===== config.mk =====
export PLATFORM = sky130hd
export DESIGN_NAME = ctl_sqrt
export DESIGN_NICKNAME = d
export VERILOG_FILES = /design/src/rtl/ctl_sqrt.sv
export SDC_FILE = /design/constraint.sdc
export NUM_CORES = 2
export LEC_CHECK = 0
export BUFFER_PORTS_ARGS = -buffer_cell sky130_fd_sc_hd__buf_4
export CAP_MARGIN = 40
export CORE_AREA = 2 2 455 457
export CTS_CLUSTER_DIAMETER = 150
export DETAILED_ROUTE_END_ITERATION = 6
export DIE_AREA = 0 0 457 459
export PLACE_DENSITY = 0.68
export SLEW_MARGIN = 20
export SYNTH_ARGS = -nofsm -noshare
export SYNTH_HDL_FRONTEND = slang
export SYNTH_MEMORY_MAX_BITS = 65536
export SYNTH_SLANG_ARGS = --single-unit

===== constraint.sdc =====
create_clock -name clk -period 8.6 [get_ports clk]
set_clock_uncertainty 0.15 [all_clocks]
set_input_delay 1.72 -clock clk [delete_from_list [all_inputs] [get_ports clk]]
set_output_delay 1.72 -clock clk [all_outputs]
set_load 0.005 [all_outputs]

===== src/rtl/ctl_sqrt.sv =====
// Pipelined floor square root, one result bit per stage.
module ctl_sqrt #(
  parameter int W = 32
) (
  input  logic           clk,
  input  logic [2*W-1:0] rad,
  output logic [W-1:0]   root
);

  localparam int RW = W + 3;

  logic [RW-1:0]  rem_r   [W];
  logic [W-1:0]   root_r  [W];
  logic [2*W-1:0] rad_r   [W];
  logic [RW-1:0]  rem_nxt [W];
  logic [W-1:0]   root_nxt[W];
  logic [2*W-1:0] rad_nxt [W];
  logic [RW-1:0]  rem_in  [W];
  logic [W-1:0]   root_in [W];
  logic [2*W-1:0] rad_in  [W];
  logic [RW-1:0]  sh      [W];
  logic [RW-1:0]  trial   [W];

  for (genvar i = 0; i < W; i++) begin : g_st
    if (i == 0) begin : g_first
      assign rem_in[i]  = '0;
      assign root_in[i] = '0;
      assign rad_in[i]  = rad;
    end else begin : g_next
      assign rem_in[i]  = rem_r[i-1];
      assign root_in[i] = root_r[i-1];
      assign rad_in[i]  = rad_r[i-1];
    end

    // bring down two radicand bits, try root bit = 1
    assign sh[i]    = {rem_in[i][RW-3:0], rad_in[i][2*W-1 -: 2]};
    assign trial[i] = {1'b0, root_in[i], 2'b01};

    always_comb begin
      if (sh[i] >= trial[i]) begin
        rem_nxt[i]  = sh[i] - trial[i];
        root_nxt[i] = {root_in[i][W-2:0], 1'b1};
      end else begin
        rem_nxt[i]  = sh[i];
        root_nxt[i] = {root_in[i][W-2:0], 1'b0};
      end
      rad_nxt[i] = {rad_in[i][2*W-3:0], 2'b00};
    end

    always_ff @(posedge clk) begin
      rem_r[i]  <= rem_nxt[i];
      root_r[i] <= root_nxt[i];
      rad_r[i]  <= rad_nxt[i];
    end
  end

  assign root = root_r[W-1];

endmodule


# Word-level counts from Yosys, hierarchy flattened
# Memory sizes are Yosys's and may differ from the RTL's.
# Cells that the tools add are included.
[totals]
register_bits = 0
ramBits = 4128
inputBits = 65
output_inout_bits = 32
wordCells = 131
memories = 3
[memory_table]
columns = ["memory", "depth", "word_bits", "rd", "rd_clocked_by_memory_dff", "wr", "line_no", "text"]
rows = [
  ["rad_r", 32, 62, 31, 0, 32, "14", "logic [2*W-1:0] rad_r [W];"],
  ["rem_r", 32, 35, 31, 0, 32, "12", "logic [RW-1:0] rem_r [W];"],
  ["root_r", 32, 32, 32, 0, 32, "13", "logic [W-1:0] root_r [W];"],
]
[classes]
add_sub_neg = 32
magnitude_cmp = 32
muxes = 64
[ops]
columns = ["cell", "count"]
rows = [
  ["two-way mux 35 bit", 32],
  [">= comparator 35 x 34 -> 1 bit", 31],
  ["subtractor 35 x 34 -> 35 bit", 31],
  ["two-way mux 1 bit", 32],
  ["subtractor 2 x 1 -> 3 bit (second input constant)", 1],
  [">= comparator 2 x 1 -> 1 bit (second input constant)", 1],
]

# Depth between registers and ports, before layout
# An unclocked memory read counts as a cell.
[depth]
ltp_word = 3
ltp_mapped = 15
mapped_depth_nobuf = 13

# Worst setup path before layout
# No wires, ideal clock.
[synth_path]
kind = "register to register"
startpoint = "memory root_r[21][3], in the netlist root_r[1][163]"
endpoint = "memory rem_r[1][229] in the netlist's numbering"
setup_ps = 74
arrival_ps = 3318
required_time_ps = 8376
setup_slack_ps = 5058
path_stages_with_launch = 14
n_path_buf = 2
period_less_slack_ps = 3542
path_cell_list = "dfxtp_1 -> inv_1 -> ha_1 -> a21o_1 -> a21o_1 -> a211oi_1 -> o31ai_1 -> a221oi_1 -> nor3_1 -> nor4b_2 -> clkbuf_1 -> buf_1 -> nand2_1 -> o21ai_0"
[synth_rtl]
columns = ["element", "line_no"]
rows = [
  ["from (decl)", "13"],
  ["to (decl)", "12"],
]

==> metrics <==
status finished clean; Startpoint Class flip-flop; Buf/Inv on CP 3; drt pass-1 iters 5; # hold bufs at CTS 0; Synth top area share 54.4%; overflow left after global routing 0; slowest CP cell a211oi_1; async set or reset register ratio after synthesis 0%; Gate Count Post-Synth 9022; Synth cell types 83; Final nets 9882; Die W 457 µm; Vias 62.4k; port bufs 96; Area contributors post-synth dfxtp_1 (54%), ha_1 (7.7%), xnor2_1 (4.0%); Max Clock Freq 0.228 GHz; number of synthesized flops with an enable pin 0; die area 0.210 mm²; final hold vios 0; most common cell in the netlist dfxtp_1; PwrDens 305 mW/mm²; H-tree Lvls 5; Synth top cells by count dfxtp_1 (2494), inv_1 (720), a21oi_1 (567); largest stage delay on the critical path 0.55 ns; clk sinks 2494; wire per inst 16.1 µm; RSZ-0062 raised after global routing no; maximum VDD drop 0.216 mV; chip height 459 µm; Synth area leader dfxtp_1; Final GP Congestion 0.935; setup_tns 0 ns; max-cap violations 0; DRT Wirelength 196000 µm; post-cts resize count 0; DRT iter0 DRCs 3658; Slew Limit Fails 0; clock-pin slew of the registers on the worst-case setup and hold paths 0.06 ns; Final Critical Period 4.38 ns; Netlist Area Pre-Place 0.0917 mm²; critical path fanouts, max 41; top-level port count 97; Mapped Nets 9648; most used cell, CP inv_1; CTS tree done; clock buffer depth 4; Layout area overhead 14.0%; Req. time, crit path 9.24 ns; vias in the first global route 61.7k; Mean Syn Cell Area 10.2 µm²; worst-margin pin slew 0.913 ns; largest net degree at the start of global routing 54; clk_lat worst skew 0.91 ns; DRT antenna net count 0; TritonCTS buffer count 274; Slew Limit Headroom 38.6%; critical-path cell list inv_1, ha_1, or3_1, o22ai_1, a21oi_1, a211oi_1, o31ai_1, a221o_1, nor2_4, buf_4, inv_1, mux2_2; initial core utilization 44.6%; Final setup viols 0; Main synth FF type dfxtp_1; post-CTS setup buffers 0; Pleak 0.0488 µW; Seq/Total Area, Yosys 54.4%; Hold Crit Class reg2reg; global-route wire length before repair 315000 µm; Remaining DRCs 0; DP HPWL 147000 µm; Worst EP arrival 5.02 ns; antenna violations before repair 1; CORE AREA 0.206 mm²; layout cells sized above 1 8.20%; CP Capture Type flip-flop; fin crit share 50.9%; final core occ 50.9%; synthesized flop and latch total 2494; Via density 5.14; Core Rows 167; crit-path leading delay family compound AO/OA/AOI/OAI gates; gr usage total 18.3%; CTS Root Cell clkbuf_16; Synthesis Warnings 0; critical path class reg2reg
layout by cell type, fill, tap and decap left out, types with 44 or more instances in the layout:
cell type	count
xor2_1	367
nand2b_1	126
inv_1	720
a31oi_1	62
o21a_1	112
nand4_1	97
ha_1	561
a21o_1	215
dfxtp_1	2494
a211oi_1	53
nor2b_1	104
o21bai_1	54
and3_1	48
clkbuf_8	44
xnor2_1	415
o21ai_0	464
nor3_1	213
nor4_1	127
or2_2	44
mux2_2	137
clkbuf_1	44
clkbuf_16	281
buf_4	119
nor2_1	554
a21oi_1	566
nand3_1	138
or4_1	61
or3_1	98
nand2_1	556
cell families after synthesis:
family | count (synthesis) | share of synthesized area, %
DFF | 2494 | 54.4
AOI/OAI and AO/OA | 1829 | 12.3
and+or+nand+nor | 2312 | 12.6
muxes | 148 | 1.80
other | 1 | 0.00409
buffers and inverters | 895 | 3.68
xor gates and xnor gates | 782 | 7.47
adders and majority gates | 561 | 7.65
final timing paths:
path | from | end | slack [ns] | cells past startpoint
worst min register to register | rad_r[0][481] | rad_r[0][545] | 0.12 | 0
worst min-delay path | rad_r[0][481] | rad_r[0][545] | 0.12 | 0
worst max-delay path | root_r[1][386] | rem_r[1][477] | 4.22 | 12
worst max register to register | root_r[1][386] | rem_r[1][477] | 4.22 | 12
registers in the layout, indices dropped and copies added, names as in the netlist:
signal,cells
rad_r,992
rem_r,974
root_r,528
per-layer routing:
layer	GRT usage (%)	wire, µm
met5	0	0
met4	7.69	7660
met3	2.99	8810
met2	31.9	94200
met1	22.2	84900
stage by stage:
step | hold slack, ns | power, µW | std cells | worst slack, ns | area (µm²)
after floorplan | 0.160 | 18800 | 9022 | 5.06 | 91700
after global placement | 0.160 | 20300 | 11670 | 4.30 | 95400
after detailed placement | 0.162 | 20500 | 11679 | 4.23 | 95500
after CTS | 0.126 | 32300 | 12140 | 4.18 | 105000
after global routing | 0.137 | 33600 | 12145 | 3.81 | 105000
final | 0.123 | 31900 | 12146 | 4.22 | 105000
power breakdown:
part	total, µW	switching [µW]	internal (µW)
Combinational	5310	2870	2440
Sequential	14900	1470	13500
Clock	11700	4440	7210
layout make-up:
| type | instances | area, µm² |
|---|---|---|
| Antenna cell | 1 | 2.50 |
| Tap cell | 2704 | 3380 |
| Fill cell | 18334 | 101000 |
| Sequential cell | 2494 | 49900 |
| Timing Repair Buffer | 132 | 978 |
| Clock buffer | 369 | 7800 |
| Multi-Input combinational cell | 5633 | 38500 |
| Inverter | 721 | 2710 |
| Clock inverter | 92 | 1290 |
(Power assumes the default switching activity.)
